`src/rtl/assert_macros.svh`:
```
// ----------------------------------------------------------------------------
// assert_macros.svh
// Concurrent assertion helpers, sampled on aclk, off while in reset.
// ----------------------------------------------------------------------------
`ifndef ASSERT_MACROS_SVH
`define ASSERT_MACROS_SVH

// property must hold at every clock edge out of reset
`define TCLI_ASSERT(label, prop) \
    label: assert property (@(posedge aclk) disable iff (!aresetn) (prop)) \
        else $error("tcli: assertion failed");

// condition must never be seen at a clock edge out of reset
`define TCLI_NEVER(label, expr) \
    label: assert property (@(posedge aclk) disable iff (!aresetn) !(expr)) \
        else $error("tcli: forbidden condition seen");

`endif

```
`src/rtl/tcli_pkg.sv`:
```
`timescale 1ns / 1ps
// ----------------------------------------------------------------------------
// tcli_pkg
// Shared types and constants of the transfer curve LUT interpolator.
// ----------------------------------------------------------------------------
package tcli_pkg;

    localparam int ENTRY_W  = 16;   // table entry / load index width
    localparam int SAMPLE_W = 18;   // signed Q2.16 sample
    localparam int RESULT_W = 19;   // signed Q3.16 result
    localparam int USED_W   = 17;   // used_entries register
    localparam int POS_W    = 35;   // signed table position sample * (n - 1)
    localparam int NUM_W    = 53;   // signed numerator before the divide
    localparam int PROD_W   = 35;   // each partial product of slope * frac

    localparam int QDEPTH   = 4;
    localparam int QPTR_W   = 2;
    localparam int QLVL_W   = 3;

    // input kinds (tuser)
    localparam logic MODE_LOAD = 1'b0;
    localparam logic MODE_EVAL = 1'b1;

    // entry formats
    localparam logic FMT_BYTE = 1'b0;
    localparam logic FMT_WORD = 1'b1;

    // configuration register indexes
    localparam logic REG_USED_ENTRIES = 1'b0;
    localparam logic REG_ENTRY_FORMAT = 1'b1;

    localparam logic [USED_W-1:0] USED_ENTRIES_RST = 17'd256;
    localparam logic              ENTRY_FORMAT_RST = FMT_WORD;

    // 262144 * 65535: numerator bound where the result leaves Q3.16
    localparam logic signed [NUM_W-1:0] SAT_HI = 53'sd17179607040;
    localparam logic signed [NUM_W-1:0] SAT_LO = -53'sd17179607040;
    localparam logic [POS_W-1:0]        SAT_OFS = 35'd17179607040;
    localparam logic [NUM_W-1:0]        ROUND_HALF = 53'd32767;

    localparam logic signed [RESULT_W-1:0] RES_MAX = 19'sh3FFFF;
    localparam logic signed [RESULT_W-1:0] RES_MIN = 19'sh40000;

    typedef struct packed {
        logic [USED_W-1:0] used_entries;
        logic              entry_format;
    } cfg_t;

    // one queued operation: a table write or an evaluate with base and fraction
    typedef struct packed {
        logic                    is_load;
        logic [ENTRY_W-1:0]      addr;
        logic [ENTRY_W-1:0]      wval;
        logic signed [POS_W-1:0] frac;
    } qent_t;

    typedef struct packed {
        logic              not_empty;
        logic [QLVL_W-1:0] level;
    } qstat_t;

endpackage

```
`src/rtl/tcli_queue.sv`:
```
`timescale 1ns / 1ps
// ----------------------------------------------------------------------------
// tcli_queue
// Small FIFO of classified operations between the front and back ends.
// ----------------------------------------------------------------------------
module tcli_queue (
    input  logic                 aclk,
    input  logic                 aresetn,
    input  logic                 push,
    input  tcli_pkg::qent_t      push_entry,
    input  logic                 pop,
    output tcli_pkg::qent_t      head,
    output tcli_pkg::qstat_t     stat
);

    tcli_pkg::qent_t                 slot_reg [tcli_pkg::QDEPTH];
    logic [tcli_pkg::QPTR_W-1:0]     wptr_reg;
    logic [tcli_pkg::QPTR_W-1:0]     rptr_reg;
    logic [tcli_pkg::QLVL_W-1:0]     level_reg;
    logic [tcli_pkg::QLVL_W-1:0]     level_next;

    always_comb begin
        level_next = level_reg;
        if (push && !pop) begin
            level_next = level_reg + 3'd1;
        end else if (pop && !push) begin
            level_next = level_reg - 3'd1;
        end
    end

    always_ff @(posedge aclk) begin
        if (!aresetn) begin
            wptr_reg  <= '0;
            rptr_reg  <= '0;
            level_reg <= '0;
        end else begin
            if (push) begin
                wptr_reg <= wptr_reg + 2'd1;
            end
            if (pop) begin
                rptr_reg <= rptr_reg + 2'd1;
            end
            level_reg <= level_next;
        end
    end

    always_ff @(posedge aclk) begin
        if (push) begin
            slot_reg[wptr_reg] <= push_entry;
        end
    end

    assign head           = slot_reg[rptr_reg];
    assign stat.not_empty = (level_reg != '0);
    assign stat.level     = level_reg;

endmodule

```
`config.mk`:
```
export PLATFORM = sky130hd
export DESIGN_NAME = tcli_queue
export DESIGN_NICKNAME = d
export VERILOG_FILES = /design/src/rtl/assert_macros.svh /design/src/rtl/tcli_pkg.sv /design/src/rtl/tcli_queue.sv
export SDC_FILE = /design/constraint.sdc
export NUM_CORES = 1
export LEC_CHECK = 0
export BUFFER_PORTS_ARGS = -buffer_cell sky130_fd_sc_hd__buf_4
export CAP_MARGIN = 10
export CORE_UTILIZATION = 50
export DETAILED_ROUTE_END_ITERATION = 7
export PLACE_DENSITY = 0.82
export SYNTH_ARGS = -nofsm -noshare
export SYNTH_HDL_FRONTEND = slang
export SYNTH_SLANG_ARGS = --single-unit
```
`constraint.sdc`:
```
create_clock -name aclk -period 4.1 [get_ports aclk]
set_input_delay 0.82 -clock aclk [delete_from_list [all_inputs] [get_ports aclk]]
set_output_delay 0.82 -clock aclk [all_outputs]
set_load 0.02 [all_outputs]
```
==> Yosys cells after proc, flatten, opt, wreduce, memory -nomap -nowiden <==
Memories as Yosys holds them, arrays and structs flattened. A register that Yosys moved wholly into a read port is not among the register bits.
Cells that the tools add are included.
{ "totals": {"reg_bits": 7, "mem_bits_rw": 272, "out_inout_bits": 72, "wordCells": 20, "n_memories": 1} }
{ "memory_table": {"columns": ["name", "words", "width", "rd", "rd_clocked_by_memory_dff", "wr", "line", "rtl"], "rows": [
  ["slot_reg", 4, 68, 1, 1, 1, "tcli_queue.sv:16", "tcli_pkg::qent_t slot_reg [tcli_pkg::QDEPTH];"]
]} }
{ "op_classes": {"addsub": 4, "n_mux": 6, "n_reduce_logical": 6} }
{ "ops": {"columns": ["op", "count"], "rows": [
  ["2-to-1 mux 3 bit", 2],
  ["adder 2 x 1 -> 2 bit (second input constant)", 2],
  ["2-to-1 mux 2 bit", 2],
  ["adder 3 x 1 -> 3 bit (second input constant)", 1],
  ["nonzero test 3 bit", 1],
  ["subtractor 3 x 1 -> 3 bit (second input constant)", 1],
  ["logical AND 1 bit", 2],
  ["logical NOT 1 bit", 2],
  ["2-to-1 mux 1 bit", 2],
  ["nonzero test 2 bit", 1]
]} }

==> Longest topological paths before layout <==
Gate-level depths: netlist (run 1).
{ "logic_depth": {"ltp_word": 4, "depth_mapped": 7} }

==> Worst setup path after synthesis (run 1) <==
OpenSTA, ideal clock, no wires.
{ "synth_timing": {"kind": "input-to-reg", "startpoint": "input push", "endpoint": "memory slot_reg[0][0] in the netlist's numbering, enable pin", "setup_ns": 0.433, "arrival_ns": 2.416, "t_required_ns": 3.667, "setup_slack_ns": 1.251, "path_stages": 1, "path_buffers": 0, "cell_sequence": "and2_1"} }
{ "synth_via": {"elab_chain_len": 2} }
{ "synth_rtl": {"columns": ["element", "line", "rtl"], "rows": [
  ["start, declared", "tcli_queue.sv:9", "input logic push,"],
  ["2-to-1 mux 1 bit", "tcli_queue.sv:48", "if (push) begin"],
  ["2-to-1 mux 1 bit (implied by the code)", "tcli_queue.sv:49", "slot_reg[wptr_reg] <= push_entry;"],
  ["end, declared", "tcli_queue.sv:16", null]
]} }
No other way between the ends.

==> flow_summary.toml, run 1 <==
[run_status]
status = "finished clean"

[synth]
synth.avg_cell_area_um2 = 25.82
syn_inst = 398
muxShareOfSynthArea_pct = 15.10
synth_top_family_by_area = "multiplexers"
synth_warnings = 0
synth-seq-cells = 281
synthAdderAreaFrac_pct = 0.8037
synth_xor_area_share_pct = 0.4262
synth_compound_area_share_pct = 0.1218
synth_cell_types = 20
synth_nets = 476
yosys.area_share.simple_pct = 0.8281
yosysSeqAreaShare_pct = 81.25
synth_area_mm2 = 0.01027

[sta]
setup_tns_ns = 0
tightestPinTransition_ns = 1.054
timing.final.ws_setup_ns = 1.052
period_share_pct = 74.34
setup_viol = 0
slew_viol_final = 0
max_slew_margin_pct = 29.76
finalHoldViolCount = 0
fin_crit_ns = 3.048
finalHoldWorstSlack_ns = 0.4888
rsz0062_at_grt = "no"
fmax_ghz = 0.3281
fin_worst_skew_ns = 0.02388

[cts]
clk_transition_reported_paths_ns = 0.06
cts_tree = "built"
clock_path_buffers = 3
numClockSinks = 281
cts-buffers-inserted = 27
cts_resized = 0
cts.hold.buffers_added = 0
clockRootBuffer = "clkbuf_16"
clk_latency_ns = 0.53
post_cts_buffers = 0
h-tree-depth = 1

[grt]
grt_pass1_vias = 5102
grt_util_all_layers_pct = 16.85
grt_max_degree = 69
antenna_found_initial = 1
grt_pass1_wl_mm = 27.34
gr-total-overflow = 0

[power]
peakVddDrop_v = 0.0003893
p_leak_nw = 4.202
power_density_mw_per_mm2 = 515.1

[worst_setup_path]
required_ns = 3.28
worstSetupStartpointType = "register"
crit_arrival_ns = 2.23
cp-end-kind = "output pin"
reg2reg_slack_ns = 2.26
criticalPathCategory = "reg2out"
cp_max_fo = 27

[detailed_routing]
wire_per_inst_um = 20.39
vias = 4532
drt-initial-drc-count = 246
avgViaCountPerCell = 5.351
finalWirelength_mm = 17.27
ant_nets = 0
first_pass_iters = 5
drc_errors = 0

[floorplan]
io_pins = 144
row_count = 52
dieArea_mm2 = 0.02113
die_y_um = 145.4
core_mm2 = 0.02017
start_util_pct = 50.94
fp.dieW_um = 145.4

[finish]
nets = 634
final_layout_size_suffix_gt1_share_pct = 44.89
final_common_cell = "edfxtp_1"
final_cell_mix = "272 x edfxtp_1, 144 x buf_4, 68 x mux4_2"
area_growth_pct = 20.94
largest_register_ffs = 272
antenna_cells = 0

[flow_run]
drv_cap = 0

[place]
gp_congestion = 0.6915
place_ws_ns = 1.517
place_hpwl_mm = 10.09
io_buffers = 143

[worst_hold_path]
hold_class = "in2reg"
==> routing by layer <==
metal	GRT usage [%]	wire (um)
met5	0	13
met3	5.329	1285
met2	29.57	8958
met4	4.368	231
met1	20.28	6783
==> kinds of logic (layout without fill, tap and decap cells) <==
kind of cell    Yosys count  after routing
compound gates            2              2
xor+xnor                  5              5
fa+ha+maj                 6              6
buf+inv                  20            199
flops                   281            281
mux                      70             70
simple gates             14             14
==> worst max-delay path, stage by stage (launching register included) <==
cell     delay, ns
dfxtp_4       0.44
buf_4         0.48
mux4_2        0.60
buf_4         0.18
==> final timing paths <==
kind                     endpoint  depth (start not counted)            from
setup / recovery         head[27]                          3        register
hold / removal    slot_reg[0][15]                          1  push_entry[15]
setup reg to reg  slot_reg[0][47]                          3     wptr_reg[0]
hold reg to reg      level_reg[2]                          2    level_reg[2]
==> report_power, final <==
group	total [mW]	leakage, nW	internal [mW]	switching (mW)
combinational	0.736	1.21	0.355	0.381
sequential	3.36	2.57	3.30	0.0640
clock	2.30	0.419	1.33	0.973
total	6.40	4.20	4.98	1.42
==> synthesized netlist by cell type <==
| master | count | area (um^2) |
|---|---|---|
| mux4_2 | 68 | 1531 |
| buf_4 | 4 | 30.03 |
| inv_1 | 4 | 15.01 |
| dfxtp_1 | 9 | 180.2 |
| xor2_1 | 3 | 26.28 |
| and2_1 | 9 | 56.30 |
| buf_2 | 4 | 20.02 |
| o21ai_0 | 1 | 5.000 |
| a21boi_0 | 1 | 7.510 |
| nand2_1 | 1 | 3.750 |
| ha_1 | 5 | 62.56 |
| nor2b_1 | 2 | 12.51 |
| buf_6 | 1 | 11.26 |
| buf_12 | 3 | 60.06 |
| fa_1 | 1 | 20.02 |
| xnor2_1 | 2 | 17.52 |
| mux2i_1 | 2 | 20.02 |
| edfxtp_1 | 272 | 8168 |
| clkbuf_1 | 4 | 15.01 |
| or3_1 | 2 | 12.51 |
==> stage by stage <==
step	total power, mW	util (%)	instance area, um^2	instances
after floorplan	3.857	-	10270	398
after global placement	4.145	57.49	11590	797
after detailed placement	4.176	57.49	11590	797
after CTS	6.467	61.61	12430	847
after global routing	6.622	61.61	12430	847
final	6.402	61.61	12430	847
==> layout make-up <==
class / count / area [um^2]
clock buffer: 30 / 686.9
sequential: 281 / 8356
clock inverter: 20 / 145.1
fill: 1413 / 7742
timing repair buffer: 145 / 1101
tap: 270 / 337.8
inverter: 4 / 15.01
multi-input combinational: 97 / 1785
No activity file was read; power rests on OpenSTA's default activity.
==> run 2: changes to the inputs <==
- ABC_AREA: not set -> 1
- clock period: 4.1 -> 3.1 ns (I/O delays scaled with it)
==> run 2 against run 1 <==
Power is 32% higher. Utilization is 0.44 points higher. Critical path depth is 1 higher. Count of clock-buffer cells in the layout increased by 6. Clock power is 35% higher. First-iteration DRC count rose by 70%. Non-clock buffer count increased by 12. Global-route usage rose by 2.6 points. Worst setup slack got worse by 0.77 ns. Largest power group unchanged.
==> flow_summary.toml, run 2 <==
[sta]
rsz0062_at_grt = "no"
fin_crit_ns = 2.817
timing.final.ws_setup_ns = 0.2832
slew_viol_final = 0
tightestPinTransition_ns = 0.7033
fmax_ghz = 0.3550
setup_viol = 0
finalHoldViolCount = 0
fin_worst_skew_ns = 0.006658
period_share_pct = 90.86
finalHoldWorstSlack_ns = 0.3021
max_slew_margin_pct = 53.11
setup_tns_ns = 0

[cts]
post_cts_buffers = 0
clockRootBuffer = "clkbuf_16"
cts_resized = 0
cts.hold.buffers_added = 0
cts_tree = "built"
clk_transition_reported_paths_ns = 0.06
cts-buffers-inserted = 27
numClockSinks = 281
clock_path_buffers = 3
clk_latency_ns = 0.51
h-tree-depth = 1

[synth]
synthAdderAreaFrac_pct = 0.7864
synth_compound_area_share_pct = 11.01
synth_area_mm2 = 0.01050
synth_top_cells_by_count = "272 x edfxtp_1, 142 x nor2_1, 137 x o21ai_0"
synth_top_family_by_area = "compound AO/OA/AOI/OAI gates"
synth_cell_types = 20
synth.most_common_cell = "edfxtp_1"
synth-seq-cells = 281
synth_top_cell_by_area = "edfxtp_1"
synth_edf_count = 272
synth_nets = 793
synth_xor_area_share_pct = 0
synth.avg_cell_area_um2 = 14.69
synth_warnings = 0
synthTopCellsByArea = "edfxtp_1 78%, o21ai_0 6.5%, nor2_1 5.1%, o22ai_1 4.1%, dfxtp_1 1.7%"
synth-main-ff-cell = "edfxtp_1"
async_reset_ff_share_pct = 0
muxShareOfSynthArea_pct = 0
synth.top_cell.area_share_pct = 77.78
yosys.area_share.simple_pct = 5.540
syn_inst = 715
yosysSeqAreaShare_pct = 79.49

[run_status]
status = "finished clean"

[place]
place_ws_ns = 0.8333
placed_cells = 1099
io_buffers = 143
gp_congestion = 0.7297
place_hpwl_mm = 12.03

[worst_setup_path]
worstSetupStartpointType = "register"
required_ns = 2.48
criticalPathCategory = "reg2out"
crit_arrival_ns = 2.20
cp_max_fo = 36
reg2reg_slack_ns = 1.43
cp-end-kind = "output pin"

[finish]
filler_cell_count = 1520
largest_register_ffs = 272
antenna_cells = 0
nets = 936
final_layout_size_suffix_gt1_share_pct = 22.69
area_growth_pct = 20.72
instances_no_fill = 1147
final_cell_mix = "272 x edfxtp_1, 151 x buf_4, 142 x nor2_1"
final_common_cell = "edfxtp_1"

[grt]
antenna_found_initial = 0
gr-total-overflow = 0
grt_pass1_wl_mm = 32.62
grt_util_all_layers_pct = 19.46
grt_max_degree = 137
grt_pass1_vias = 6312

[floorplan]
fp.dieW_um = 146.9
row_count = 52
io_pins = 144
dieArea_mm2 = 0.02159
core_mm2 = 0.02043
start_util_pct = 51.40
die_y_um = 146.9

[detailed_routing]
finalWirelength_mm = 21.17
drc_errors = 0
drt-initial-drc-count = 417
first_pass_iters = 4
ant_nets = 0
avgViaCountPerCell = 5.498
vias = 6306
wire_per_inst_um = 18.46

[power]
p_leak_nw = 4.467
peakVddDrop_v = 0.0004775
power_density_mw_per_mm2 = 665.3

[worst_hold_path]
hold_class = "in2reg"

[flow_run]
drv_cap = 0
## run 2: cell count changes in the layout (fill, tap and decap cells not counted), sizes merged, moves of 3 or more
| cell | delta |
|---|---|
| o22ai | +68 |
| o21ai | +141 |
| buf | +12 |
| inv | +8 |
| xor2 | -3 |
| clkinv | -4 |
| mux4 | -68 |
| a21oi | +4 |
| clkbuf | +6 |
| nand2 | +9 |
| nor2 | +142 |
| and2 | -9 |
## run 2: path summary, 6_finish.rpt
path,startpoint,to,cells after the start
max,register,head[13],4
max reg2reg,wptr_reg[1],slot_reg[1][38],5
min,push_entry[60],slot_reg[2][60],1
min reg2reg,rptr_reg[1],register,1
## run 2: worst max-delay path, cell delays in order, from the launching register on
cell and delay, ns:
dfxtp_2 0.78, buf_12 0.27, o21ai_0 0.13, o22ai_1 0.29
buf_4 0.20
## run 2: through the flow
stage | area (um^2) | power [mW] | utilization [%]
after global routing | 12680 | 8.738 | 62.05
after global placement | 11840 | 5.384 | 57.95
final | 12680 | 8.434 | 62.05
after CTS | 12680 | 8.506 | 62.05
after detailed placement | 11840 | 5.414 | 57.95
after floorplan | 10500 | 4.983 | -
## run 2: cells by family after synthesis
group | Yosys count
compound gates | 214
fa+ha+maj | 6
buf+inv | 60
flops | 281
simple gates | 154
## run 2: per-layer routing
metal,vias to the layer above,global-route usage (%),share of wire [%]
met1,3070,25.14,41
met4,0,6.701,2.3
met3,41,3.913,7.3
met5,-,0,0
li1,2967,-,-
met2,228,33.01,50
## run 2: final cells by class
class	count	area [um^2]	area share, %
clock buffers	36	709.4	5.596
multi-input cells	374	1821	14.36
well taps	270	337.8	2.665
repair buffers	157	1254	9.889
flip-flops and latches	281	8353	65.89
inverters	17	73.82	0.5823
clock inverters	12	128.9	1.017
## run 2: power by group
part,switching (mW),internal [mW]
combinational,0.589,0.349
sequential,0.0492,4.34
clock,1.26,1.84
==> run 3: changes to the inputs <==
- RECOVER_POWER: not set -> 100
==> run 3 against run 2 <==
Global-route usage did not move. Combinational power fell by 15%. Count of clock-buffer cells in the layout did not move. Utilization fell by 2.7 points. Power fell by 1.7%. Flip-flop and latch count did not move. Sequential power barely moved. Largest power group unchanged.
==> flow_summary.toml, run 3 (same netlist as run 2, synthesis figures left out) <==
[power]
finalPower_mw = 8.289
peakVddDrop_v = 0.0004740
power_density_mw_per_mm2 = 683.8
p_leak_nw = 3.951

[detailed_routing]
vias = 6324
wire_per_inst_um = 18.51
drc_errors = 0
drt-initial-drc-count = 423
first_pass_iters = 4
finalWirelength_mm = 21.23
ant_nets = 0
avgViaCountPerCell = 5.514

[sta]
period_share_pct = 91.92
timing.final.ws_setup_ns = 0.2506
setup_tns_ns = 0
setup_viol = 0
rsz0062_at_grt = "no"
max_slew_margin_pct = 27.07
finalHoldWorstSlack_ns = 0.3574
slew_viol_final = 0
tightestPinTransition_ns = 1.094
finalHoldViolCount = 0
fmax_ghz = 0.3510
fin_worst_skew_ns = 0.005335
fin_crit_ns = 2.849

[worst_setup_path]
worstSetupStartpointType = "register"
reg2reg_slack_ns = 0.42
r2r-end = "slot_reg[1][49]"
critPathCapture = "head[13]"
r2r.worst_path.cells = 5
cp_max_fo = 36
crit_family = "buffers and inverters"
criticalPathCategory = "reg2out"
required_ns = 2.48
critPathSlowestCell = "dfxtp_2"
worst-path-buf-inv = 3
cpPeakStageDelay_ns = 0.53
cp_cell_sequence = "inv_1 -> buf_4 -> o21ai_0 -> o22ai_1 -> clkbuf_2"
cp-end-kind = "output pin"
path_depth = 5
r2r-start = "wptr_reg[1]"
crit_arrival_ns = 2.23

[cts]
clockRootBuffer = "clkbuf_16"
clk_latency_ns = 0.51
cts.hold.buffers_added = 0
cts_resized = 0
clock_path_buffers = 3
cts-buffers-inserted = 27
numClockSinks = 281
clk_transition_reported_paths_ns = 0.06
h-tree-depth = 1
cts_tree = "built"
post_cts_buffers = 0

[floorplan]
start_util_pct = 51.40
row_count = 52
core_mm2 = 0.02043
fp.dieW_um = 146.9
die_y_um = 146.9
io_pins = 144
dieArea_mm2 = 0.02159

[place]
placed_cells = 1099
place_hpwl_mm = 12.03
gp_congestion = 0.7297
io_buffers = 143
placed_cell_area_mm2 = 0.01184
place_ws_ns = 0.8333

[grt]
grt_util_all_layers_pct = 19.46
grt_max_degree = 137
antenna_found_initial = 0
grt_pass1_wl_mm = 32.62
gr-total-overflow = 0
grt_pass1_vias = 6312

[finish]
final_cell_mix = "272 x edfxtp_1, 142 x nor2_1, 142 x o21ai_0"
post-route-cell-area_mm2 = 0.01212
filler_cell_count = 1660
largest_register_ffs = 272
final_layout_size_suffix_gt1_share_pct = 7.640
antenna_cells = 0
area_growth_pct = 15.44
utilization_pct = 59.34
instances_no_fill = 1147
final_common_cell = "edfxtp_1"
nets = 936

[worst_hold_path]
hold_class = "in2reg"

[run_status]
status = "finished clean"

[flow_run]
drv_cap = 0
[run 3: changes by cell type in the layout (fill, tap and decap cells not counted), sizes merged]
cell and change:
clkinv -4, clkinvlp +4, clkbuf +141, buf -141
[run 3: where the power goes]
group | total [mW] | switching [mW] | internal [mW]
clock network | 3.10 | 1.26 | 1.84
logic | 0.796 | 0.587 | 0.209
registers | 4.39 | 0.0488 | 4.34
[run 3: cell type report]
class                   count  area [um^2]  area share [%]
clock buffers              36        709.4           5.852
clock inverters            12        128.9           1.063
inverters                  17        73.82          0.6089
multi-input cells         374         1821           15.02
flip-flops and latches    281         8353           68.90
well taps                 270        337.8           2.787
repair buffers            157        699.4           5.769
[run 3: worst min path at each step]
stage                   start         endpoint  slack [ns]  cells past startpoint
2_1_floorplan     rptr_reg[1]         register        0.41                      1
3_3_place_gp      rptr_reg[1]         register        0.45                      1
3_5_place_dp      rptr_reg[1]         register        0.45                      1
4_1_cts        push_entry[60]  slot_reg[2][60]        0.28                      1
5_1_grt        push_entry[15]  slot_reg[2][15]        0.35                      1
6_report       push_entry[56]  slot_reg[1][56]        0.36                      1
[run 3: per-layer routing]
metal	global-route usage (%)	vias to the layer above	wire [um]
met5	0	-	0
met4	6.701	0	486
met3	3.913	41	1622
met2	33.01	238	10620
met1	25.14	3084	8496
li1	-	2961	-
