$ cat src/rtl/assert_macros.svh
// ----------------------------------------------------------------------------
// assert_macros.svh
// Concurrent assertion helpers, sampled on aclk, off while in reset.
// ----------------------------------------------------------------------------
`ifndef ASSERT_MACROS_SVH
`define ASSERT_MACROS_SVH

// property must hold at every clock edge out of reset
`define TCLI_ASSERT(label, prop) \
    label: assert property (@(posedge aclk) disable iff (!aresetn) (prop)) \
        else $error("tcli: assertion failed");

// condition must never be seen at a clock edge out of reset
`define TCLI_NEVER(label, expr) \
    label: assert property (@(posedge aclk) disable iff (!aresetn) !(expr)) \
        else $error("tcli: forbidden condition seen");

`endif

$ cat src/rtl/tcli_pkg.sv
`timescale 1ns / 1ps
// ----------------------------------------------------------------------------
// tcli_pkg
// Shared types and constants of the transfer curve LUT interpolator.
// ----------------------------------------------------------------------------
package tcli_pkg;

    localparam int ENTRY_W  = 16;   // table entry / load index width
    localparam int SAMPLE_W = 18;   // signed Q2.16 sample
    localparam int RESULT_W = 19;   // signed Q3.16 result
    localparam int USED_W   = 17;   // used_entries register
    localparam int POS_W    = 35;   // signed table position sample * (n - 1)
    localparam int NUM_W    = 53;   // signed numerator before the divide
    localparam int PROD_W   = 35;   // each partial product of slope * frac

    localparam int QDEPTH   = 4;
    localparam int QPTR_W   = 2;
    localparam int QLVL_W   = 3;

    // input kinds (tuser)
    localparam logic MODE_LOAD = 1'b0;
    localparam logic MODE_EVAL = 1'b1;

    // entry formats
    localparam logic FMT_BYTE = 1'b0;
    localparam logic FMT_WORD = 1'b1;

    // configuration register indexes
    localparam logic REG_USED_ENTRIES = 1'b0;
    localparam logic REG_ENTRY_FORMAT = 1'b1;

    localparam logic [USED_W-1:0] USED_ENTRIES_RST = 17'd256;
    localparam logic              ENTRY_FORMAT_RST = FMT_WORD;

    // 262144 * 65535: numerator bound where the result leaves Q3.16
    localparam logic signed [NUM_W-1:0] SAT_HI = 53'sd17179607040;
    localparam logic signed [NUM_W-1:0] SAT_LO = -53'sd17179607040;
    localparam logic [POS_W-1:0]        SAT_OFS = 35'd17179607040;
    localparam logic [NUM_W-1:0]        ROUND_HALF = 53'd32767;

    localparam logic signed [RESULT_W-1:0] RES_MAX = 19'sh3FFFF;
    localparam logic signed [RESULT_W-1:0] RES_MIN = 19'sh40000;

    typedef struct packed {
        logic [USED_W-1:0] used_entries;
        logic              entry_format;
    } cfg_t;

    // one queued operation: a table write or an evaluate with base and fraction
    typedef struct packed {
        logic                    is_load;
        logic [ENTRY_W-1:0]      addr;
        logic [ENTRY_W-1:0]      wval;
        logic signed [POS_W-1:0] frac;
    } qent_t;

    typedef struct packed {
        logic              not_empty;
        logic [QLVL_W-1:0] level;
    } qstat_t;

endpackage

$ cat src/rtl/tcli_front.sv
`timescale 1ns / 1ps
// ----------------------------------------------------------------------------
// tcli_front
// Accepts input transfers, formats loads, scales samples to a table
// position and splits it into segment base and fraction for the queue.
// ----------------------------------------------------------------------------
module tcli_front #(
    parameter int TABLE_DEPTH = 256
) (
    input  logic                 aclk,
    input  logic                 aresetn,
    input  tcli_pkg::cfg_t       cfg,
    input  logic                 s_tvalid,
    output logic                 s_tready,
    input  logic [55:0]          s_tdata,
    input  logic                 s_tuser,
    input  tcli_pkg::qstat_t     q_stat,
    output logic                 q_push,
    output tcli_pkg::qent_t      q_entry
);

    logic s_accept;

    logic                                   f0_valid_reg;
    logic                                   f0_mode_reg;
    logic [tcli_pkg::ENTRY_W-1:0]           f0_idx_reg;
    logic [tcli_pkg::ENTRY_W-1:0]           f0_val_reg;
    logic signed [tcli_pkg::SAMPLE_W-1:0]   f0_sample_reg;

    logic                                   f1_valid_reg;
    logic                                   f1_mode_reg;
    logic [tcli_pkg::ENTRY_W-1:0]           f1_idx_reg;
    logic [tcli_pkg::ENTRY_W-1:0]           f1_val_reg;
    logic signed [tcli_pkg::POS_W-1:0]      pos_reg;
    logic signed [tcli_pkg::POS_W-1:0]      pos_next;

    logic [tcli_pkg::USED_W-1:0]            n_clamp;
    logic [tcli_pkg::ENTRY_W-1:0]           seg_reg;       // n - 1
    logic [tcli_pkg::ENTRY_W-1:0]           seg_last_reg;  // n - 2, last base
    logic [tcli_pkg::ENTRY_W-1:0]           word_val;

    logic [18:0]                            base_raw;
    logic [tcli_pkg::ENTRY_W-1:0]           base;
    logic                                   load_in_range;
    logic [3:0]                             in_flight;

    // credit: everything in flight must still fit in the queue
    assign in_flight = {1'b0, q_stat.level} + 4'(f0_valid_reg) + 4'(f1_valid_reg);
    assign s_tready  = in_flight < 4'(tcli_pkg::QDEPTH);
    assign s_accept  = s_tvalid && s_tready;

    assign word_val = (cfg.entry_format == tcli_pkg::FMT_BYTE) ?
                      {s_tdata[23:16], s_tdata[23:16]} : s_tdata[31:16];

    always_comb begin
        if (cfg.used_entries < 17'd2) begin
            n_clamp = 17'd2;
        end else if (cfg.used_entries > 17'(TABLE_DEPTH)) begin
            n_clamp = 17'(TABLE_DEPTH);
        end else begin
            n_clamp = cfg.used_entries;
        end
    end

    always_ff @(posedge aclk) begin
        seg_reg      <= 16'(n_clamp - 17'd1);
        seg_last_reg <= 16'(n_clamp - 17'd2);
    end

    always_ff @(posedge aclk) begin
        if (!aresetn) begin
            f0_valid_reg <= 1'b0;
            f1_valid_reg <= 1'b0;
        end else begin
            f0_valid_reg <= s_accept;
            f1_valid_reg <= f0_valid_reg;
        end
    end

    always_ff @(posedge aclk) begin
        if (s_accept) begin
            f0_mode_reg   <= s_tuser;
            f0_idx_reg    <= s_tdata[15:0];
            f0_val_reg    <= word_val;
            f0_sample_reg <= $signed(s_tdata[49:32]);
        end
    end

    assign pos_next = f0_sample_reg * $signed({1'b0, seg_reg});

    always_ff @(posedge aclk) begin
        f1_mode_reg <= f0_mode_reg;
        f1_idx_reg  <= f0_idx_reg;
        f1_val_reg  <= f0_val_reg;
        pos_reg     <= pos_next;
    end

    // segment base: floor of the position, held inside the table
    always_comb begin
        base_raw = pos_reg[tcli_pkg::POS_W-1] ? 19'd0 : pos_reg[34:16];
        if (base_raw > {3'b0, seg_last_reg}) begin
            base = seg_last_reg;
        end else begin
            base = base_raw[15:0];
        end
    end

    assign load_in_range = 17'(f1_idx_reg) < 17'(TABLE_DEPTH);

    always_comb begin
        q_entry.is_load = (f1_mode_reg == tcli_pkg::MODE_LOAD);
        q_entry.wval    = f1_val_reg;
        q_entry.addr    = q_entry.is_load ? f1_idx_reg : base;
        q_entry.frac    = pos_reg - $signed({3'b0, base, 16'b0});
    end

    // out-of-range loads are dropped here
    assign q_push = f1_valid_reg && (f1_mode_reg == tcli_pkg::MODE_EVAL || load_in_range);

endmodule

$ cat config.mk
export PLATFORM = sky130hd
export DESIGN_NAME = tcli_front
export DESIGN_NICKNAME = d
export VERILOG_FILES = /design/src/rtl/assert_macros.svh /design/src/rtl/tcli_pkg.sv /design/src/rtl/tcli_front.sv
export SDC_FILE = /design/constraint.sdc
export NUM_CORES = 1
export LEC_CHECK = 0
export BUFFER_PORTS_ARGS = -buffer_cell sky130_fd_sc_hd__buf_2
export CAP_MARGIN = 20
export CELL_PAD_IN_SITES_DETAIL_PLACEMENT = 1
export CELL_PAD_IN_SITES_GLOBAL_PLACEMENT = 2
export CORE_ASPECT_RATIO = 2
export CORE_MARGIN = 2
export CORE_UTILIZATION = 36
export CTS_BUF_LIST = sky130_fd_sc_hd__clkbuf_8 sky130_fd_sc_hd__clkbuf_16
export DETAILED_ROUTE_END_ITERATION = 10
export GPL_TIMING_DRIVEN = 0
export PLACE_DENSITY = 0.83
export SYNTH_ARGS = -nofsm -noshare
export SYNTH_HDL_FRONTEND = slang
export SYNTH_SLANG_ARGS = --single-unit
$ cat constraint.sdc
create_clock -name aclk -period 5.75 [get_ports aclk]
set_input_delay 0.2875 -clock aclk [delete_from_list [all_inputs] [get_ports aclk]]
set_output_delay 0.2875 -clock aclk [all_outputs]
set_load 0.02 [all_outputs]
-- After elaboration in Yosys (flattened, before gate mapping)
Index checks and enable logic that the tools add are counted.
- $add $sub $neg: 5
- multiply operators: 1
- order comparisons: 5
- mux-type cells: 6
- bitwise logic cells: 1
- reduce and logical (&&, ||, !) cells: 3
- operator list (cell ; number):
    2-to-1 mux 16 bit ; 5
    multiplier 18 x 17 -> 35 bit ; 1
    subtractor 35 x 33 -> 35 bit ; 1
    greater-than comparator 18 x 16 -> 1 bit ; 1
    2-to-1 mux 18 bit ; 1
    greater-than comparator 17 x 9 -> 1 bit (second input constant) ; 1
    less-than comparator 17 x 2 -> 1 bit (second input constant) ; 1
    less-than comparator 16 x 9 -> 1 bit (second input constant) ; 1
    subtractor 16 x 1 -> 16 bit (second input constant) ; 1
    subtractor 16 x 2 -> 16 bit (second input constant) ; 1
    adder 3 x 1 -> 4 bit ; 1
    adder 4 x 1 -> 4 bit ; 1
    less-than comparator 4 x 3 -> 1 bit (second input constant) ; 1
    logical AND 1 bit ; 2
    logical OR 1 bit ; 1
    inverter 1 bit ; 1
- register bits: 153

-- Depth between registers and ports, before layout
Gate-level depths: netlist (run 1).
- depth after elaboration: 4
- depth in mapped cells: 23

-- Worst setup path before layout (run 1)
Ideal clock, no wire load.
- path type: register -> register
- start: register seg_reg[8] in the netlist's numbering
- end: register pos_reg[34] in the netlist's numbering
- setup time: 0.079 ns
- arrival: 5.882 ns
- required time: 5.671 ns
- path slack: -0.211 ns
- cell stages (with the launch flop): 21
- path buffers: 2
- clock period less this slack: 5.961 ns
- cells stage by stage: dfxtp_1 clkbuf_1 clkbuf_1 nand2_1 fa_1 inv_1 fa_1 fa_1 fa_1 fa_1 inv_1 fa_1 inv_1 ha_1 a21o_1 a21o_1 a21oi_1 and3_1 o211ai_1 a2111o_1 o211ai_1
- word-level cells in the longest chain between the ends: 1
- ends and longest elaborated chain (what ; RTL line ; text):
    start, declared ; tcli_front.sv:38 ; logic [tcli_pkg::ENTRY_W-1:0] seg_reg;
    start signal, assigned ; tcli_front.sv:66 ; seg_reg <= 16'(n_clamp - 17'd1);
    multiplier 18 x 17 -> 35 bit ; tcli_front.sv:89 ; assign pos_next = f0_sample_reg * $signed({1'b0, seg_reg});
    net pos_next, one bit ; tcli_front.sv:35 ; logic signed [tcli_pkg::POS_W-1:0] pos_next;
    end signal, assigned ; tcli_front.sv:95 ; pos_reg <= pos_next;
    end, declared ; tcli_front.sv:34 ; logic signed [tcli_pkg::POS_W-1:0] pos_reg;
The timed path passes the listed nets, and every way through them passes these cells.
A chain may end at the register's enable or synchronous reset.

-- Worst setup path after layout (run 1)
- start: register f0_sample_reg[7] in the netlist's numbering
- end: register pos_reg[25] in the netlist's numbering
- word-level cells in the longest chain between the ends: 1
- ends and longest elaborated chain (what ; RTL line ; text):
    start, declared ; tcli_front.sv:28 ; logic signed [tcli_pkg::SAMPLE_W-1:0] f0_sample_reg;
    start signal, assigned ; tcli_front.sv:85 ; f0_sample_reg <= $signed(s_tdata[49:32]);
    multiplier 18 x 17 -> 35 bit ; tcli_front.sv:89 ;
    net pos_next, one bit ; tcli_front.sv:35 ;
The timed path passes the listed nets, and every way through them passes these cells.

==> impl_metrics.yaml, run 1 <==
status:
  outcome: "complete, but fails checks"
  violations: "setup timing"
layout:
  syn2layout_area_growth_pct: 25.6
  largest_register_ffs: 35
  nNetsFinal: 2619
  drive_above_1_share_pct: 24.4
synthesis:
  synthSimpleGateAreaFrac_pct: 14.9
  netlist_instances: 1831
  yosysWarnings: 0
  synth_enable_flop_cells: 51
  yosysUniqueCellTypes: 60
  avgSynthCellArea_um2: 9.45
  synth_mux_area_share_pct: 0.578
  synth.cell_area_mm2: 0.0173
  synthAdderAreaFrac_pct: 43.0
  synth_top_area_cell: "fa_1"
  ys_async_sr_fraction_pct: 0
  synth_xor_area_share_pct: 2.63
  ys.flop_type: "dfxtp_1"
  synth_compound_area_share_pct: 7.13
  yosysSeqAreaShare_pct: 20.6
  synth_top_family_by_area: "adder cells"
  synth_top_area_share_pct: 34.0
  synth-seq-cells: 153
  synth_area_leaders: "fa_1 (34%), dfxtp_1 (12%), ha_1 (9.0%), inv_1 (8.9%), edfxtp_1 (8.8%)"
sta:
  fin_ws_ps: -209
  finalSetupTns_ps: -1070
  worst_pin_slew_ps: 835
  drv_slew: 0
  slew_headroom_pct: 43.5
  hold_violations: 0
  skew_ps: 29.9
  fmax_ghz: 0.168
  rsz0062_at_grt: "yes"
  fin_crit_sh_pct: 104
  holdWs_ps: 14.9
  fin_crit_ps: 5960
  setup_violations: 9
power_and_ir_drop:
  power_density_mw_per_mm2: 630
  vdd_drop_max_mv: 0.435
  p_leak_nw: 10.6
routing:
  dr.max_layer_used: "met5"
  route.met2.wl_mm: 33.2
  vias: 13900
  wl_mm: 59.2
  drc: 0
  avgViaCountPerCell: 5.03
  wl_met1_mm: 18.4
  firstDrtPassIters: 4
  met3_length_mm: 1.98
  ant_nets: 0
  avgRoutedWirePerCell_um: 21.4
  drt_iter0_drc: 664
setup_path:
  slowest_stage: "fa_1"
  cp_data_required_time_ps: 6090
  cp.arrival_ps: 6300
  critPathMaxStageDelay_ps: 590
  cp-start-kind: "flop"
  cp_common_cell: "fa_1"
  cp_max_fo: 4
  endpoint_kind: "flop"
  cp_cell_sequence: "buf_6 > and2_1 > fa_1 > inv_2 > fa_2 > fa_1 > inv_2 > fa_1 > fa_1 > inv_2 > fa_1 > inv_2 > ha_4 > nand4_1 > nor2b_2 > o31ai_2 > nand2_2 > buf_4 > o21ai_2 > a21oi_2 > o311ai_2"
  worstSetupPathType: "reg2reg"
global_route:
  first_global_vias: 16300
  antenna_found_initial: 3
  track_usage_pct: 24.5
  grt_max_degree: 52
  overflow: 0
  grt_pass1_wl_mm: 91.3
clock_network:
  htreeDepth: 4
  clock_latency_ps: 470
  cts-buffers-inserted: 17
  cts_tree: "built"
  cts_sinks: 153
  root_buffer: "clkbuf_16"
  path_clk_slew_ps: 90
  cts_max_path_buffers: 2
floorplanning:
  die_area_mm2: 0.0500
  fp.dieW_um: 159
  top_level_ports: 152
  initial_core_util_pct: 36.4
  rows: 113
  die_h_um: 314
  coreArea_mm2: 0.0475
placed_design:
  dp_hpwl_mm: 44.9
  gp_congestion: 0.897
  io_buffers: 141
flow_run:
  drv_cap: 0
hold_path:
  min_path_type: "in2reg"
[worst max-delay path, delay by kind of cell, from the launching register on]
| family | cells | cell delay (ps) |
|---|---|---|
| adder cells (fa/ha/maj) | 7 | 3460 |
| AO/OA/AOI/OAI | 4 | 840 |
| AND/OR/NAND/NOR | 4 | 540 |
| buffers and inverters | 6 | 510 |
| flip-flops | 1 | 470 |
[worst paths after layout]
| kind | startpoint | end | slack, ps | depth (start not counted) |
|---|---|---|---|---|
| worst max-delay path | f0_sample_reg[7] | pos_reg[25] | -210 | 21 |
| worst min-delay path | s_tdata[3] | f0_idx_reg[3] | 10 | 1 |
| worst max register to register | f0_sample_reg[7] | pos_reg[25] | -210 | 21 |
| worst min register to register | f0_val_reg[5] | f1_val_reg[5] | 340 | 0 |
[synth_stat cells (3+ instances only)]
master	instances
inv_1	410
fa_1	294
nand2_1	207
and2_1	139
ha_1	125
dfxtp_1	102
nor2_1	57
clkbuf_1	55
edfxtp_1	51
xnor2_1	41
a21oi_1	40
nand3_1	35
o21ai_0	32
a31oi_1	22
nor2b_1	21
nor3_1	20
a21o_1	19
buf_4	18
o21ai_1	12
o21a_1	11
xor2_1	11
and3_1	9
mux2_2	8
o211ai_1	8
a211oi_1	7
nand4_1	7
nor4_1	7
or3_1	7
o41ai_1	5
or2_2	5
nand2b_1	4
o21bai_1	4
o31ai_1	3
[routing by layer]
metal | vias to the layer above | global-route usage [%]
met5 | - | 0
met4 | 4 | 20.7
met3 | 225 | 3.68
met2 | 355 | 47.5
met1 | 7142 | 21.8
li1 | 6180 | -
[metrics by stage]
| stage | cells | setup slack (ps) | power (W) | utilization [%] | area (um^2) |
|---|---|---|---|---|---|
| 3_3_place_gp | 2607 | -1410 | 0.00984 | 39.6 | 18800 |
| 3_5_place_dp | 2607 | -1410 | 0.0101 | 39.6 | 18800 |
| 6_report | 2765 | -209 | 0.0137 | 45.8 | 21700 |
| 4_1_cts | 2738 | -63.8 | 0.0130 | 44.9 | 21300 |
| 2_1_floorplan | 1834 | -11.2 | 0.00764 | - | 17300 |
| 5_1_grt | 2763 | -345 | 0.0149 | 45.8 | 21700 |
[placed cells by master (no fill, tap or decap), types with 9 or more instances in the layout]
cell,count
a31oi_1,19
nor2b_1,18
xor2_1,11
dfxtp_4,9
clkbuf_16,23
clkbuf_8,19
nand2_1,194
a21o_1,19
dfxtp_1,91
o21a_1,11
ha_4,21
inv_2,28
buf_6,20
nand3_1,32
and2_1,128
buf_2,139
xnor2_1,40
dlygate4sd3_1,25
edfxtp_1,51
buf_4,107
ha_1,100
o21ai_1,14
and2_4,11
fa_1,266
nand2_2,11
fa_2,28
o21ai_0,24
nor3_1,20
and3_1,9
nor2_1,55
inv_1,381
a21oi_1,29
[cell type report]
class / instances / area (um^2)
tap: 632 / 791
antenna: 2 / 5.00
clock buffer: 17 / 425
clock inverter: 15 / 198
buffer: 66 / 707
inverter: 410 / 1540
fill: 5485 / 25800
timing repair buffer: 275 / 1900
sequential: 153 / 3610
multi-input combinational: 1195 / 12600
[power by group]
part	leakage, nW	internal [W]	switching, W
combinational	9.00	0.00483	0.00614
sequential	1.33	0.00135	0.000106
clock	0.307	0.000668	0.000593
total	10.6	0.00685	0.00684
[logic make-up after synthesis]
group,after synthesis
adders and majority gates,419
DFF,153
other,1
muxes,9
AOI/OAI and AO/OA,186
buffers and inverters,486
and+or+nand+nor,525
xor gates and xnor gates,52
[what timing repair did]
item | 4_1_cts | 5_1_grt
pin swaps | 112 | 75
hold buffers | 25 | 0
buffers inserted | 81 | 27
gates resized for setup | 256 | 73
gates cloned | 1 | 0
endpoints found under the hold margin | 25 | 0
endpoints found under the setup margin | 36 | 23
No activity file was read; power rests on OpenSTA's default activity.
==> inputs of run 2 (changes only) <==
- ABC_AREA: not set -> 1
- CORE_UTILIZATION: 36 -> 38
- PLACE_DENSITY: 0.83 -> 0.88
- SKIP_LAST_GASP: not set -> 1
- clock period: 5.75 -> 6.2 ns (I/O delays scaled with it)
==> impl_metrics.yaml, run 2 <==
synthesis:
  ys.flop_type: "dfxtp_1"
  synth.cell_area_mm2: 0.0183
  netlist_instances: 2261
  synth_compound_area_share_pct: 3.92
  yosysSeqAreaShare_pct: 19.6
  synthSimpleGateAreaFrac_pct: 18.2
  synth_top_area_share_pct: 32.2
  synth_top_family_by_area: "adder cells"
  synthAdderAreaFrac_pct: 40.8
  synth_area_leaders: "fa_1 (32%), inv_1 (13%), nand2_1 (11%), dfxtp_1 (11%), ha_1 (8.6%)"
  yosysWarnings: 0
  synth_xor_area_share_pct: 1.87
  avgSynthCellArea_um2: 8.07
  synth_enable_flop_cells: 51
  synth-seq-cells: 153
  synthTopCellsByCount: "inv_1 (617), nand2_1 (559), fa_1 (294), ha_1 (125), dfxtp_1 (102)"
  ys_async_sr_fraction_pct: 0
  yosysUniqueCellTypes: 50
  yosysMostFrequentCell: "inv_1"
  synth_top_area_cell: "fa_1"
  synth_mux_area_share_pct: 0.494
status:
  outcome: "finished clean"
sta:
  fin_crit_ps: 5980
  hold_violations: 0
  holdWs_ps: 35.8
  skew_ps: 20.0
  fmax_ghz: 0.167
  finalSetupTns_ps: 0
  setup_violations: 0
  worst_pin_slew_ps: 659
  drv_slew: 0
  fin_crit_sh_pct: 96.5
  slew_headroom_pct: 55.6
clock_network:
  root_buffer: "clkbuf_16"
  cts_sinks: 153
  cts_max_path_buffers: 2
  cts-buffers-inserted: 17
  htreeDepth: 4
  cts_tree: "built"
  clock_latency_ps: 460
  path_clk_slew_ps: 70
power_and_ir_drop:
  power_density_mw_per_mm2: 550
  p_leak_nw: 12.0
  vdd_drop_max_mv: 0.431
global_route:
  overflow: 0
  grt_pass1_wl_mm: 96.2
  grt_max_degree: 19
  first_global_vias: 17800
  antenna_found_initial: 0
  track_usage_pct: 25.7
setup_path:
  cp.arrival_ps: 6320
  cp-start-kind: "flop"
  path_buf_inv: 5
  endpoint_kind: "flop"
  critPathTopFamily: "adder cells"
  slowest_stage: "fa_2"
  cp_cell_sequence: "buf_4 > nand2_1 > fa_1 > fa_2 > clkinvlp_4 > buf_4 > fa_1 > fa_1 > fa_1 > inv_1 > fa_1 > inv_1 > ha_1 > nand2_1 > nor2_1 > nand2_1 > nor3_1 > nand2_1 > nand4_1 > nand2_1"
  cp_max_fo: 10
  critPathMaxStageDelay_ps: 680
  worstSetupPathType: "reg2reg"
  cp_data_required_time_ps: 6540
routing:
  ant_nets: 0
  avgViaCountPerCell: 4.87
  firstDrtPassIters: 5
  drt_iter0_drc: 582
  avgRoutedWirePerCell_um: 19.9
  wl_mm: 61.5
  drc: 0
  vias: 15100
layout:
  nFillCells: 5880
  most-common-layout-cells: "inv_1 (616), nand2_1 (557), fa_1 (291)"
  nNetsFinal: 2954
  multi_input_area_mm2: 0.0120
  largest_register_ffs: 35
  antenna_cells: 0
  stdcell_count: 3098
  final_common_cell: "inv_1"
  final_core_util_pct: 44.1
  syn2layout_area_growth_pct: 14.8
  seqCellArea_mm2: 0.00360
  drive_above_1_share_pct: 13.6
placed_design:
  place_inst: 3044
  io_buffers: 143
  gp_congestion: 0.941
  dp_hpwl_mm: 52.8
hold_path:
  min_path_type: "in2reg"
floorplanning:
  die_area_mm2: 0.0499
  die_h_um: 314
  coreArea_mm2: 0.0475
  top_level_ports: 152
  initial_core_util_pct: 38.4
  rows: 113
  fp.dieW_um: 159
flow_run:
  drv_cap: 0
[run 2: path summary, 6_finish.rpt]
check	start	endpoint	slack (ps)	depth (start not counted)
worst max-delay path	seg_reg[7]	pos_reg[30]	220	20
worst min-delay path	s_tdata[9]	f0_idx_reg[9]	40	1
worst max register to register	seg_reg[7]	pos_reg[30]	220	20
worst min register to register	f0_idx_reg[13]	f1_idx_reg[13]	340	0
[run 2: layout make-up]
class	instances	area share, %
multi-input combinational	1398	57.2
timing repair buffer	202	5.89
sequential	153	17.2
inverter	620	11.1
clock inverter	15	0.848
buffer	61	1.97
clock buffer	17	2.03
tap	632	3.77
[run 2: cells by family (layout without fill, tap and decap cells)]
group,Yosys count,in the layout
XOR/XNOR,39,39
buffers and inverters,713,915
other,1,4
flip-flops,153,153
adder cells (fa/ha/maj),419,419
multiplexers,8,8
AO/OA/AOI/OAI,125,125
AND/OR/NAND/NOR,803,803
[run 2: power by group]
part	switching (W)	internal, W
combinational	0.00600	0.00309
sequential	0.000103	0.00125
clock	0.000523	0.000546
[run 2: per-layer routing]
layer	GRT usage, %	vias up	part of all wire, %
met2	52.0	378	57
met4	20.1	0	8.9
li1	-	6968	-
met3	2.53	199	2.5
met1	22.6	7537	31
met5	0	-	0
[run 2: through the flow]
step                      setup WS, ps  instance area [um^2]  total power, W
after floorplan                    562                 18300         0.00755
after global placement           -1540                 19800          0.0102
after detailed placement          -700                 19800          0.0104
after CTS                         4.26                 20700          0.0116
after global routing             -28.3                 21000          0.0128
final                              219                 21000          0.0115
[run 2: timing repair]
| item | CTS | global route |
|---|---|---|
| pin swaps | 0 | 2 |
| hold buffers | 23 | 0 |
| hold endpoints to repair | 23 | 0 |
| resized for setup | 51 | 55 |
| setup endpoints to repair | 22 | 18 |
| setup buffers | 5 | 26 |
==> inputs of run 3 (changes only) <==
- CORE_MARGIN: 2 -> not set
==> impl_metrics.yaml, run 3 (synthesized netlist as in run 2, its figures left out) <==
status:
  outcome: "finished clean"
routing:
  ant_nets: 0
  avgViaCountPerCell: 4.85
  firstDrtPassIters: 4
  avgRoutedWirePerCell_um: 19.6
  wl_mm: 60.4
  drt_iter0_drc: 520
  vias: 15000
  drc: 0
sta:
  holdWs_ps: 18.4
  setup_violations: 0
  hold_violations: 0
  drv_slew: 0
  worst_pin_slew_ps: 669
  fmax_ghz: 0.167
  slew_headroom_pct: 54.9
  fin_ws_ps: 205
  rsz0062_at_grt: "yes"
  skew_ps: 24.9
  fin_crit_sh_pct: 96.7
  fin_crit_ps: 6000
power_and_ir_drop:
  p_sw_w: 0.00653
  vdd_drop_max_mv: 0.488
  sw_frac_of_total_pct: 57.4
  p_int_w: 0.00485
  clock_power_share_pct: 9.3
  pwr-share-seq_pct: 11.9
  p_leak_nw: 11.9
  p_comb_share_pct: 78.8
  power_density_mw_per_mm2: 548
global_route:
  grt_max_degree: 19
  grt_pass1_wl_mm: 93.6
  track_usage_pct: 26.2
  antenna_found_initial: 0
  first_global_vias: 17500
  overflow: 0
placed_design:
  io_buffers: 143
  place_area_mm2: 0.0198
  pre_cts_slack_ps: -747
  gp_congestion: 0.934
  dp_hpwl_mm: 52.3
setup_path:
  reg2reg_slack_ps: 200
  cp.arrival_ps: 6330
  cp_common_cell: "fa_1"
  cp_max_fo: 10
  cp_data_required_time_ps: 6530
  path_buf_inv: 5
  cp-start-kind: "flop"
  crit-reg2reg-launch: "seg_reg[2]"
  reg2regPathDepth: 19
  cp_num_cells: 19
  slowest_stage: "fa_1"
  cp_cell_sequence: "clkbuf_2 > nand2_1 > fa_1 > fa_1 > fa_1 > inv_1 > fa_1 > fa_1 > inv_1 > fa_1 > inv_1 > ha_1 > a21oi_1 > inv_1 > o21ai_1 > nand3_2 > nand2_1 > a21o_1 > nand2_1"
  worstSetupPathType: "reg2reg"
  r2r_end: "pos_reg[22]"
  critPathMaxStageDelay_ps: 540
  critPathTopFamily: "adder cells"
  endpoint_kind: "flop"
layout:
  antenna_cells: 0
  syn2layout_area_growth_pct: 13.7
  largest_register_ffs: 35
  final_common_cell: "inv_1"
  final_core_util_pct: 43.7
  fin_area_mm2: 0.0208
  drive_above_1_share_pct: 13.4
  most-common-layout-cells: "inv_1 (615), nand2_1 (558), fa_1 (292)"
  nFillCells: 5869
  nNetsFinal: 2936
clock_network:
  path_clk_slew_ps: 80
  clock_latency_ps: 460
  cts-buffers-inserted: 17
  cts_max_path_buffers: 2
  htreeDepth: 4
  cts_tree: "built"
  cts_sinks: 153
  root_buffer: "clkbuf_16"
floorplanning:
  initial_core_util_pct: 38.4
  rows: 113
  die_h_um: 312
  top_level_ports: 152
  coreArea_mm2: 0.0475
  fp.dieW_um: 157
  die_area_mm2: 0.0490
hold_path:
  hold_depth: 1
  min_path_type: "in2reg"
  min_from: "s_tdata[40]"
  holdPathEnd: "f0_sample_reg[8]"
flow_run:
  drv_cap: 0
## run 3: cell count changes in the layout (fill, tap and decap cells not counted), moves of 2 or more
cell / change
nor2_2: +2
clkbuf_4: -6
a21oi_1: +2
nor2_1: -2
a21oi_2: -2
dfxtp_2: -2
dfxtp_4: +2
dlygate4sd3_1: -13
clkbuf_2: +2
## run 3: area by class of cell
| class | count | area [um^2] | area share (%) |
|---|---|---|---|
| multi-input combinational | 1398 | 12000 | 57.6 |
| sequential | 153 | 3600 | 17.4 |
| inverter | 620 | 2330 | 11.2 |
| timing repair buffer | 184 | 1070 | 5.14 |
| tap | 632 | 791 | 3.81 |
| clock buffer | 17 | 425 | 2.05 |
| buffer | 61 | 402 | 1.94 |
| clock inverter | 15 | 174 | 0.838 |
## run 3: timing repair
action                                 in CTS  in global routing
buffers inserted                            1                 25
setup endpoints to repair                  21                 18
endpoints found under the hold margin      10                  0
resized for setup                          50                 52
hold buffers                               10                  0
pin swaps                                   0                  2
## run 3: power by group through the flow
stage | sequential [W] | clock [W] | combinational, W
6_report | 0.00135 | 0.00106 | 0.00897
5_1_grt | 0.00136 | 0.00111 | 0.0102
4_1_cts | 0.00135 | 0.00109 | 0.00905
3_5_place_dp | 0.00136 | 0 | 0.00900
3_3_place_gp | 0.00136 | 0 | 0.00882
2_1_floorplan | 0.00133 | 0 | 0.00623
## run 3: per-stage QoR
step	cells	power (W)	setup TNS, ps
floorplan	2264	0.00755	0
global placement	3039	0.0102	-82570
detailed placement	3043	0.0104	-8850
CTS	3064	0.0115	0
global route	3080	0.0126	-110
finish	3080	0.0114	0
## run 3: how the worst max path moves through the flow
| stage | from | endpoint | slack (ps) |
|---|---|---|---|
| after global routing | seg_reg[0] | pos_reg[27] | -50 |
| after detailed placement | seg_reg[3] | pos_reg[33] | -750 |
| after floorplan | seg_reg[3] | pos_reg[33] | 560 |
| after CTS | f0_sample_reg[10] | pos_reg[27] | 3 |
| after global placement | q_stat[0] | f0_sample_reg[16] | -1500 |
| final | seg_reg[2] | pos_reg[22] | 200 |
## run 3: worst reg2reg max path, delay by kind of cell, from the launching register on
family	cells	cell delay [ps]
adders and majority gates	7	3440
AOI/OAI and AO/OA	3	710
buffers and inverters	5	640
and+or+nand+nor	4	550
DFF	1	530
## run 3: routing by layer
layer	vias to the layer above	share of wire, %	track usage, %
met4	0	9.2	22.1
met2	368	57	51.8
li1	6930	-	-
met5	-	0	0
met3	199	2.6	2.50
met1	7455	31	22.7
